==> src/sv/rlp_pkg.sv <==
// ----------------------------------------------------------------------------
// rlp_pkg: shared types and constants for the integer literal parser
// Character codes, parser phase codes, the transaction type between the
// input stage and the parse core, and the digit decoder.
// ----------------------------------------------------------------------------
`default_nettype none

package rlp_pkg;

  // Width of digit values and radix values
  localparam int unsigned DIGIT_W = 7;
  localparam int unsigned VALUE_W = 64;

  // Parser phases
  localparam logic [1:0] PH_IDLE     = 2'd0;
  localparam logic [1:0] PH_PREFIX   = 2'd1;
  localparam logic [1:0] PH_BIN_WAIT = 2'd2;
  localparam logic [1:0] PH_DIGITS   = 2'd3;

  // Character codes
  localparam logic [7:0] CH_ZERO  = 8'h30;
  localparam logic [7:0] CH_ONE   = 8'h31;
  localparam logic [7:0] CH_NINE  = 8'h39;
  localparam logic [7:0] CH_HASH  = 8'h23;
  localparam logic [7:0] CH_AT    = 8'h40;
  localparam logic [7:0] CH_UNDER = 8'h5F;
  localparam logic [7:0] CH_UP_A  = 8'h41;
  localparam logic [7:0] CH_UP_Z  = 8'h5A;
  localparam logic [7:0] CH_LO_A  = 8'h61;
  localparam logic [7:0] CH_LO_Z  = 8'h7A;
  localparam logic [7:0] CH_UP_X  = 8'h58;
  localparam logic [7:0] CH_LO_X  = 8'h78;
  localparam logic [7:0] CH_UP_B  = 8'h42;
  localparam logic [7:0] CH_LO_B  = 8'h62;

  // Digit values and radix constants
  localparam logic [DIGIT_W-1:0] NO_DIGIT    = 7'd64;
  localparam logic [DIGIT_W-1:0] DIG_AT      = 7'd62;
  localparam logic [DIGIT_W-1:0] DIG_UNDER   = 7'd63;
  localparam logic [DIGIT_W-1:0] RADIX_BIN   = 7'd2;
  localparam logic [DIGIT_W-1:0] RADIX_OCT   = 7'd8;
  localparam logic [DIGIT_W-1:0] RADIX_DEC   = 7'd10;
  localparam logic [DIGIT_W-1:0] RADIX_HEX   = 7'd16;
  localparam logic [DIGIT_W-1:0] RADIX_CASE  = 7'd36;
  localparam logic [VALUE_W-1:0] BASE_LIMIT  = 64'd64;
  localparam logic [VALUE_W-1:0] BASE_MIN    = 64'd2;

  // One input transaction
  typedef struct packed {
    logic [7:0] character;
    logic       first;
  } item_t;

  // Digit value of a character under a radix, NO_DIGIT if none
  function automatic logic [DIGIT_W-1:0] digit_of(input logic [7:0] c,
                                                  input logic [DIGIT_W-1:0] radix);
    logic [7:0] d;
    d = 8'(NO_DIGIT);
    if (c inside {[CH_ZERO:CH_NINE]}) begin
      d = c - CH_ZERO;
    end else if (c inside {[CH_UP_A:CH_UP_Z]}) begin
      d = (radix > RADIX_CASE) ? (c - CH_UP_A + 8'd36) : (c - CH_UP_A + 8'd10);
    end else if (c inside {[CH_LO_A:CH_LO_Z]}) begin
      d = c - CH_LO_A + 8'd10;
    end else if (c == CH_AT) begin
      d = 8'(DIG_AT);
    end else if (c == CH_UNDER) begin
      d = 8'(DIG_UNDER);
    end
    return d[DIGIT_W-1:0];
  endfunction

endpackage

`default_nettype wire

==> src/sv/radix_integer_literal_parser.sv <==
// ----------------------------------------------------------------------------
// radix_integer_literal_parser: streaming integer literal parser
// Reads one character per transaction and returns value, length and radix
// of each literal (hex, binary, base#digits, octal, decimal).
// ----------------------------------------------------------------------------
// Takes one character transaction per clock cycle, with in_first marking the
// start of a literal, and returns one result transaction when a literal ends
// (on the character that ends it, which itself is not counted). An accepted
// character goes through the input register, then through the parse logic
// into the result register. The rate is one character per cycle, set by the
// combinational 64-by-7 multiply-accumulate of the radix digits; while the
// result register holds an untaken result, the parse core holds its
// character and input stalls once the input register is full. out_consumed
// saturates at COUNT_MAX and carries its low eight bits.
`default_nettype none

module radix_integer_literal_parser #(
  parameter int unsigned COUNT_MAX = 255
) (
  input  wire logic          clk,
  input  wire logic          rst_n,
  input  wire logic          in_valid,
  output logic               in_ready,
  input  wire logic [7:0]    in_character,
  input  wire logic          in_first,
  output logic               out_valid,
  input  wire logic          out_ready,
  output logic signed [63:0] out_value,
  output logic [7:0]         out_consumed,
  output logic [6:0]         out_radix
);

  localparam int unsigned CW = $clog2(COUNT_MAX + 1);

  logic           item_valid;
  logic           item_take;
  rlp_pkg::item_t item;

  // Input register
  rlp_in_stage u_in_stage (
    .clk          (clk),
    .rst_n        (rst_n),
    .in_valid     (in_valid),
    .in_ready     (in_ready),
    .in_character (in_character),
    .in_first     (in_first),
    .item_valid   (item_valid),
    .item_take    (item_take),
    .item         (item)
  );

  // Parse logic and result register
  rlp_parse_core #(
    .COUNT_MAX (COUNT_MAX),
    .CW        (CW)
  ) u_parse_core (
    .clk          (clk),
    .rst_n        (rst_n),
    .item_valid   (item_valid),
    .item_take    (item_take),
    .item         (item),
    .out_valid    (out_valid),
    .out_ready    (out_ready),
    .out_value    (out_value),
    .out_consumed (out_consumed),
    .out_radix    (out_radix)
  );

endmodule

`default_nettype wire

==> src/sv/rlp_in_stage.sv <==
// ----------------------------------------------------------------------------
// rlp_in_stage: input register of the literal parser
// Captures one character transaction and holds it until the parse core
// takes it; refills in the same cycle the held transaction leaves.
// ----------------------------------------------------------------------------
`default_nettype none

module rlp_in_stage (
  input  wire logic          clk,
  input  wire logic          rst_n,
  input  wire logic          in_valid,
  output logic               in_ready,
  input  wire logic [7:0]    in_character,
  input  wire logic          in_first,
  output logic               item_valid,
  input  wire logic          item_take,
  output rlp_pkg::item_t     item
);

  logic           vld_r;
  logic           vld_nxt;
  rlp_pkg::item_t item_r;

  // Accept when empty or when the held transaction leaves this cycle
  assign in_ready = !vld_r || item_take;

  always_comb begin
    vld_nxt = vld_r;
    if (in_valid && in_ready) begin
      vld_nxt = 1'b1;
    end else if (item_take) begin
      vld_nxt = 1'b0;
    end
  end

  // Hold valid flag
  always_ff @(posedge clk) begin
    if (!rst_n) begin
      vld_r <= 1'b0;
    end else begin
      vld_r <= vld_nxt;
    end
  end

  // Capture payload
  always_ff @(posedge clk) begin
    if (in_valid && in_ready) begin
      item_r.character <= in_character;
      item_r.first     <= in_first;
    end
  end

  assign item_valid = vld_r;
  assign item       = item_r;

endmodule

`default_nettype wire

==> src/sv/rlp_parse_core.sv <==
// ----------------------------------------------------------------------------
// rlp_parse_core: literal state machine, accumulators and result register
// Advances the parse state by one character per cycle while no untaken result
// holds it, and loads the result register when a literal ends.
// ----------------------------------------------------------------------------
`default_nettype none

module rlp_parse_core #(
  parameter int unsigned COUNT_MAX = 255,
  parameter int unsigned CW        = 8
) (
  input  wire logic                 clk,
  input  wire logic                 rst_n,
  input  wire logic                 item_valid,
  output logic                      item_take,
  input  wire rlp_pkg::item_t       item,
  output logic                      out_valid,
  input  wire logic                 out_ready,
  output logic signed [63:0]        out_value,
  output logic [7:0]                out_consumed,
  output logic [6:0]                out_radix
);

  localparam logic [CW-1:0] CNT_MAX = CW'(COUNT_MAX);
  localparam logic [CW-1:0] CNT_ONE = CW'(1);
  localparam logic [CW-1:0] CNT_TWO = CW'(2);
  localparam logic [CW-1:0] CNT_THR = CW'(3);

  // Parse state
  logic [1:0]    phase_r, phase_nxt;
  logic          lz_r, lz_nxt;
  logic [63:0]   dec_r, dec_nxt;
  logic          bol_r, bol_nxt;
  logic [63:0]   oct_r, oct_nxt;
  logic          octh_r, octh_nxt;
  logic [CW-1:0] octc_r, octc_nxt;
  logic [6:0]    radix_r, radix_nxt;
  logic [63:0]   rsum_r, rsum_nxt;
  logic [CW-1:0] cc_r, cc_nxt;

  // Result register
  logic          out_vld_r, out_vld_nxt;
  logic [63:0]   out_value_r;
  logic [CW-1:0] out_cnt_r;
  logic [6:0]    out_radix_r;

  // Result of this transaction
  logic          emit;
  logic [63:0]   emit_value;
  logic [CW-1:0] emit_cnt;
  logic [6:0]    emit_radix;

  // Prefix digit step
  logic [7:0]    c;
  logic          c_dec;
  logic [3:0]    pd;
  logic [63:0]   src_dec, src_oct;
  logic          src_bol, src_octh;
  logic [CW-1:0] src_octc, src_cc;
  logic [63:0]   dec_step, oct_step;
  logic          bol_step, octh_step;
  logic [CW-1:0] octc_step, cc_step;

  // Radix digit step
  logic [6:0]    dig;
  logic [63:0]   rprod;
  logic [63:0]   rsum_step;
  logic [CW-1:0] cc_inc;
  logic [CW+7:0] cnt_ext;

  assign item_take = item_valid && (!out_vld_r || out_ready);
  assign c         = item.character;
  assign c_dec     = c inside {[rlp_pkg::CH_ZERO:rlp_pkg::CH_NINE]};
  assign pd        = 4'(c - rlp_pkg::CH_ZERO);

  // A first character starts from the reset state
  assign src_dec  = item.first ? 64'd0 : dec_r;
  assign src_oct  = item.first ? 64'd0 : oct_r;
  assign src_bol  = item.first ? 1'b0 : bol_r;
  assign src_octh = item.first ? 1'b0 : octh_r;
  assign src_octc = item.first ? '0 : octc_r;
  assign src_cc   = item.first ? '0 : cc_r;

  // Advance decimal and octal sums by one decimal digit
  always_comb begin
    dec_step  = {src_dec[60:0], 3'b000} + {src_dec[62:0], 1'b0} + {60'd0, pd};
    bol_step  = src_bol || (dec_step > rlp_pkg::BASE_LIMIT);
    oct_step  = src_oct;
    octh_step = src_octh;
    octc_step = src_octc;
    if (!src_octh) begin
      if (pd < 4'd8) begin
        oct_step  = {src_oct[60:0], pd[2:0]};
        octc_step = (src_octc < CNT_MAX) ? src_octc + CNT_ONE : src_octc;
      end else begin
        octh_step = 1'b1;
      end
    end
    cc_step = (src_cc < CNT_MAX) ? src_cc + CNT_ONE : src_cc;
  end

  // Multiply-accumulate for the radix digits, wrapping at 64 bits
  assign dig       = rlp_pkg::digit_of(c, radix_r);
  assign rprod     = rsum_r * {57'd0, radix_r};
  assign rsum_step = rprod + {57'd0, dig};
  assign cc_inc    = (cc_r < CNT_MAX) ? cc_r + CNT_ONE : cc_r;

  // Next parse state and result
  always_comb begin
    phase_nxt  = phase_r;
    lz_nxt     = lz_r;
    dec_nxt    = dec_r;
    bol_nxt    = bol_r;
    oct_nxt    = oct_r;
    octh_nxt   = octh_r;
    octc_nxt   = octc_r;
    radix_nxt  = radix_r;
    rsum_nxt   = rsum_r;
    cc_nxt     = cc_r;
    emit       = 1'b0;
    emit_value = dec_r;
    emit_cnt   = cc_r;
    emit_radix = rlp_pkg::RADIX_DEC;
    if (item.first) begin
      // Restart; drop any unfinished literal
      phase_nxt = rlp_pkg::PH_IDLE;
      lz_nxt    = 1'b0;
      dec_nxt   = '0;
      bol_nxt   = 1'b0;
      oct_nxt   = '0;
      octh_nxt  = 1'b0;
      octc_nxt  = '0;
      radix_nxt = rlp_pkg::RADIX_DEC;
      rsum_nxt  = '0;
      cc_nxt    = '0;
      if (c_dec) begin
        lz_nxt    = (c == rlp_pkg::CH_ZERO);
        dec_nxt   = dec_step;
        bol_nxt   = bol_step;
        oct_nxt   = oct_step;
        octh_nxt  = octh_step;
        octc_nxt  = octc_step;
        cc_nxt    = cc_step;
        phase_nxt = rlp_pkg::PH_PREFIX;
      end
    end else begin
      case (phase_r)
        rlp_pkg::PH_PREFIX: begin
          if (lz_r && cc_r == CNT_ONE &&
              (c == rlp_pkg::CH_LO_X || c == rlp_pkg::CH_UP_X)) begin
            radix_nxt = rlp_pkg::RADIX_HEX;
            rsum_nxt  = '0;
            cc_nxt    = CNT_TWO;
            phase_nxt = rlp_pkg::PH_DIGITS;
          end else if (lz_r && cc_r == CNT_ONE &&
                       (c == rlp_pkg::CH_LO_B || c == rlp_pkg::CH_UP_B)) begin
            phase_nxt = rlp_pkg::PH_BIN_WAIT;
          end else if (c_dec) begin
            dec_nxt  = dec_step;
            bol_nxt  = bol_step;
            oct_nxt  = oct_step;
            octh_nxt = octh_step;
            octc_nxt = octc_step;
            cc_nxt   = cc_step;
          end else if (c == rlp_pkg::CH_HASH && !bol_r && dec_r >= rlp_pkg::BASE_MIN &&
                       dec_r <= rlp_pkg::BASE_LIMIT) begin
            radix_nxt = dec_r[6:0];
            rsum_nxt  = '0;
            cc_nxt    = cc_inc;
            phase_nxt = rlp_pkg::PH_DIGITS;
          end else begin
            emit      = 1'b1;
            phase_nxt = rlp_pkg::PH_IDLE;
            if (lz_r && cc_r >= CNT_TWO) begin
              emit_value = oct_r;
              emit_cnt   = octc_r;
              emit_radix = rlp_pkg::RADIX_OCT;
            end
          end
        end
        rlp_pkg::PH_BIN_WAIT: begin
          if (c == rlp_pkg::CH_ZERO || c == rlp_pkg::CH_ONE) begin
            radix_nxt = rlp_pkg::RADIX_BIN;
            rsum_nxt  = {63'd0, c[0]};
            cc_nxt    = CNT_THR;
            phase_nxt = rlp_pkg::PH_DIGITS;
          end else begin
            emit       = 1'b1;
            emit_value = '0;
            emit_cnt   = CNT_ONE;
            phase_nxt  = rlp_pkg::PH_IDLE;
          end
        end
        rlp_pkg::PH_DIGITS: begin
          if (dig < radix_r) begin
            rsum_nxt = rsum_step;
            cc_nxt   = cc_inc;
          end else begin
            emit       = 1'b1;
            emit_value = rsum_r;
            emit_radix = radix_r;
            phase_nxt  = rlp_pkg::PH_IDLE;
          end
        end
        default: begin
          // Idle: ignore characters
        end
      endcase
    end
  end

  // Result register valid
  always_comb begin
    out_vld_nxt = out_vld_r;
    if (item_take && emit) begin
      out_vld_nxt = 1'b1;
    end else if (out_ready) begin
      out_vld_nxt = 1'b0;
    end
  end

  // Control state
  always_ff @(posedge clk) begin
    if (!rst_n) begin
      phase_r   <= rlp_pkg::PH_IDLE;
      lz_r      <= 1'b0;
      bol_r     <= 1'b0;
      octh_r    <= 1'b0;
      octc_r    <= '0;
      radix_r   <= rlp_pkg::RADIX_DEC;
      cc_r      <= '0;
      dec_r     <= '0;
      oct_r     <= '0;
      rsum_r    <= '0;
      out_vld_r <= 1'b0;
    end else begin
      out_vld_r <= out_vld_nxt;
      if (item_take) begin
        phase_r <= phase_nxt;
        lz_r    <= lz_nxt;
        bol_r   <= bol_nxt;
        octh_r  <= octh_nxt;
        octc_r  <= octc_nxt;
        radix_r <= radix_nxt;
        cc_r    <= cc_nxt;
        dec_r   <= dec_nxt;
        oct_r   <= oct_nxt;
        rsum_r  <= rsum_nxt;
      end
    end
  end

  // Result payload
  always_ff @(posedge clk) begin
    if (item_take && emit) begin
      out_value_r <= emit_value;
      out_cnt_r   <= emit_cnt;
      out_radix_r <= emit_radix;
    end
  end

  assign cnt_ext      = {8'd0, out_cnt_r};
  assign out_valid    = out_vld_r;
  assign out_value    = out_value_r;
  assign out_consumed = cnt_ext[7:0];
  assign out_radix    = out_radix_r;

endmodule

`default_nettype wire
==> config.mk <==
export PLATFORM = sky130hd
export DESIGN_NAME = radix_integer_literal_parser
export DESIGN_NICKNAME = d
export VERILOG_FILES = /design/src/sv/rlp_pkg.sv /design/src/sv/radix_integer_literal_parser.sv /design/src/sv/rlp_in_stage.sv /design/src/sv/rlp_parse_core.sv
export SDC_FILE = /design/constraint.sdc
export NUM_CORES = 2
export LEC_CHECK = 0
export BUFFER_PORTS_ARGS = -buffer_cell sky130_fd_sc_hd__buf_2
export CORE_AREA = 2 2 207 412
export DETAILED_ROUTE_END_ITERATION = 10
export DIE_AREA = 0 0 209 414
export REMOVE_ABC_BUFFERS = 1
export SLEW_MARGIN = 20
export SYNTH_ARGS = -nofsm -noshare
export SYNTH_HDL_FRONTEND = slang
export SYNTH_SLANG_ARGS = --single-unit
==> constraint.sdc <==
create_clock -name clk -period 10.7 [get_ports clk]
set_input_delay 2.675 -clock clk [delete_from_list [all_inputs] [get_ports clk]]
set_output_delay 2.675 -clock clk [all_outputs]
set_load 0.02 [all_outputs]
==> summary.txt <==
Timing
  • Relative slew slack: 0.271
  • Period utilisation layout: 0.796
  • Worst Max-Slew Pin Slew: 1090 ps
  • Final setup margin: 2180 ps
  • Clock skew: 18.3 ps
  • Final Max Tran Viols: 0
  • Total Neg Setup Slack: 0 ps
  • Hold Fails Final Rpt: 0
  • Fmax: 117 MHz
  • Unrepaired setup endpoints after global routing: no
  • Final setup vio count: 0
  • Min cycle time layout: 8520 ps

Placement
  • PortBufs: 93
  • Placer congestion estimate: 0.958
  • Placed wire-length estimate: 83100 um
  • Setup WS pre-CTS: 2240 ps

Clock network
  • Number of CTS-inserted buffers: 31
  • CTS tree: yes
  • CTS Root Cell: clkbuf_16
  • CTS sink count: 310
  • Post CTS Setup Buffer Count: 0
  • Clk_lat worst skew: 620 ps
  • Reg clk slew, reported paths: 70 ps
  • H-Tree Depth: 1
  • # resized after CTS: 0
  • Clock Path Buffers: 3
  • Hold-fix buffers, CTS: 0

Worst setup path
  • Setup CP Type: register to register
  • CP Max Fanout: 12
  • CP max stage delay: 720 ps
  • CP arrival: 9030 ps
  • Reg2reg end: u_parse_core.rsum_r[56]$_SDFFE_PN0P_
  • Reg-to-reg slack, setup: 2180 ps
  • Worst R2R Start: u_in_stage.item[1]$_DFFE_PP_
  • Slowest cell on the critical path: o32ai_1
  • Critical path data required time: 11210 ps
  • Top cell by count, worst path: inv_1
  • Crit end category: register
  • Worst r2r path cells: 29
  • CP Launch Type: register

Global route
  • Antenna violations before repair: 2
  • First-pass GRT wire length: 174000 um
  • Pin count of the biggest net entering global routing: 92
  • GR Util All Layers: 0.256
  • Congestion Overflow GR: 0
  • Vias in the first global route: 30.1k

Yosys
  • Synth Cell Area: 33000 um2
  • Post-synthesis sequential area ratio: 0.215
  • YS warnings: 0
  • Cells after Synth: 3859
  • EDFF count, synth: 88
  • Ys flop type: dfxtp_1
  • Async set or reset register ratio after synthesis: 0
  • Distinct cells, synth: 96
  • Syn avg cell area: 8.56 um2
  • Number of synthesized register bits: 310

Finish
  • Fillcell total: 8303
  • Area growth syn-to-layout: 6.55%
  • Layout Nets: 4375
  • Layout cells sized above 1: 0.0680

Run
  • Number of max-cap violations: 0

Route
  • Wire length per cell: 22.9 um
  • DRC viols: 0
  • Drt pass-1 iters: 6
  • Drt total wl: 111000 um
  • First DRT Iteration DRCs: 1883
  • Vias: 29.1k
  • Antenna viol nets, final: 0
  • Routed vias/inst: 5.97

Power and ir drop
  • Total power: 2.60 mW
  • Peak supply drop: 0.118 mV
  • LEAKAGE: 16.4 nW
  • Power Density: 73.8 nW/um2

Die
  • Ports: 94
  • Die ar.: 86500 um2
  • Die Height: 414 um
  • Die Span X: 209 um
  • Cell row count: 150
  • Initial Util: 0.395
  • Area of the core: 83500 um2

Hold path
  • Hold Path Class: register to register
  • Worst Hold Launch: u_parse_core.rsum_r[63]$_SDFFE_PN0P_
  • Hold path endpoint: u_parse_core.rsum_r[63]$_SDFFE_PN0P_
  • Hold path depth: 2

Run status
  • Status: finished, final reports clean
## cell usage in the layout, fill, tap and decap left out, types with 39 or more instances in the layout
master	Yosys	layout
a21o_1	90	90
a21oi_1	362	362
a221oi_1	51	51
a22oi_1	95	95
and2_1	266	266
buf_2	17	93
dfxtp_1	222	215
edfxtp_1	88	88
fa_1	300	300
ha_1	278	277
inv_1	200	198
nand2_1	355	354
nand3_1	63	63
nand4_1	39	39
nor2_1	331	328
nor2b_1	85	85
nor3_1	79	79
o21ai_0	188	188
xnor2_1	86	86
xor2_1	53	53
## synth_stat cells, drive strengths merged, types with 88 or more instances
| master | instances | share of area |
|---|---|---|
| nand2 | 356 | 0.041 |
| o21ai | 201 | 0.031 |
| edfxtp | 88 | 0.080 |
| a21o | 90 | 0.020 |
| dfxtp | 222 | 0.13 |
| and2 | 269 | 0.051 |
| inv | 200 | 0.023 |
| nor2 | 334 | 0.038 |
| clkbuf | 200 | 0.023 |
| a21oi | 366 | 0.056 |
| a22oi | 95 | 0.022 |
| fa | 300 | 0.18 |
| ha | 278 | 0.11 |
## worst max-delay path, delay by kind of cell, from the launching register on
family / cells / cell delay, ps
buf+inv: 5 / 390
fa+ha+maj: 5 / 2120
compound gates: 15 / 4250
flops: 1 / 670
xor+xnor: 1 / 130
simple gates: 3 / 810
## layout make-up
type,instances,area [um2],area share
clock inverters,13,90.1,0.00256
diodes,1,2.50,0.0000711
inverters,201,762,0.0217
well taps,1064,1330,0.0378
repair buffers,130,743,0.0211
multi-input cells,3110,24300,0.689
flip-flops and latches,310,7100,0.202
clock buffers,43,906,0.0257
## routing by layer
layer	routed length (um)	vias to the layer above	track usage
li1	-	13300	-
met1	40500	14600	0.276
met2	58000	864	0.473
met3	4540	340	0.0233
met4	8400	2	0.170
met5	13	-	0
## sequential cells by signal (all words and copies together) (netlist names)
register	count
u_in_stage.item	9
u_in_stage.item_valid	1
u_parse_core.bol_r	1
u_parse_core.cc_r	8
u_parse_core.dec_r	64
u_parse_core.lz_r	1
u_parse_core.oct_r	64
u_parse_core.octc_r	8
u_parse_core.octh_r	1
u_parse_core.out_consumed	8
u_parse_core.out_radix	7
u_parse_core.out_valid	1
u_parse_core.out_value	64
u_parse_core.phase_r	2
u_parse_core.radix_r	7
u_parse_core.rsum_r	64
## metrics by stage
stage	util	instance area (um2)	hold slack (ps)	std cells
after floorplan	-	32000	442	3621
after global placement	0.409	34200	466	4815
after detailed placement	0.409	34200	472	4815
after CTS	0.421	35200	483	4871
after global routing	0.421	35200	518	4872
final	0.421	35200	481	4872
## kinds of logic (layout without fill, tap and decap cells)
logic type,after synthesis,count (layout),synth area share
multiplexers,8,8,0.00250
AO/OA/AOI/OAI,1027,1027,0.203
buffers and inverters,439,387,0.0524
flip-flops,310,310,0.215
adder cells (fa/ha/maj),578,578,0.287
XOR/XNOR,139,139,0.0369
other,0,1,0
AND/OR/NAND/NOR,1358,1358,0.204
## worst max path at each step
stage,start,endpoint,cells past startpoint
finish,u_in_stage.item[1]$_DFFE_PP_,u_parse_core.rsum_r[56]$_SDFFE_PN0P_,29
floorplan,u_parse_core.radix_r[4]$_SDFFE_PN0P_,u_parse_core.rsum_r[36]$_SDFFE_PN0P_,16
global placement,u_in_stage.item[1]$_DFFE_PP_,u_parse_core.rsum_r[56]$_SDFFE_PN0P_,29
CTS,u_in_stage.item[1]$_DFFE_PP_,u_parse_core.rsum_r[56]$_SDFFE_PN0P_,29
global route,u_in_stage.item[1]$_DFFE_PP_,u_parse_core.rsum_r[56]$_SDFFE_PN0P_,29
detailed placement,u_in_stage.item[1]$_DFFE_PP_,u_parse_core.rsum_r[56]$_SDFFE_PN0P_,29
## report_power, final
group | internal (mW) | switching, mW
clock network | 0.594 | 0.544
logic | 0.0595 | 0.180
registers | 1.21 | 0.0135
(Power assumes the default switching activity.)
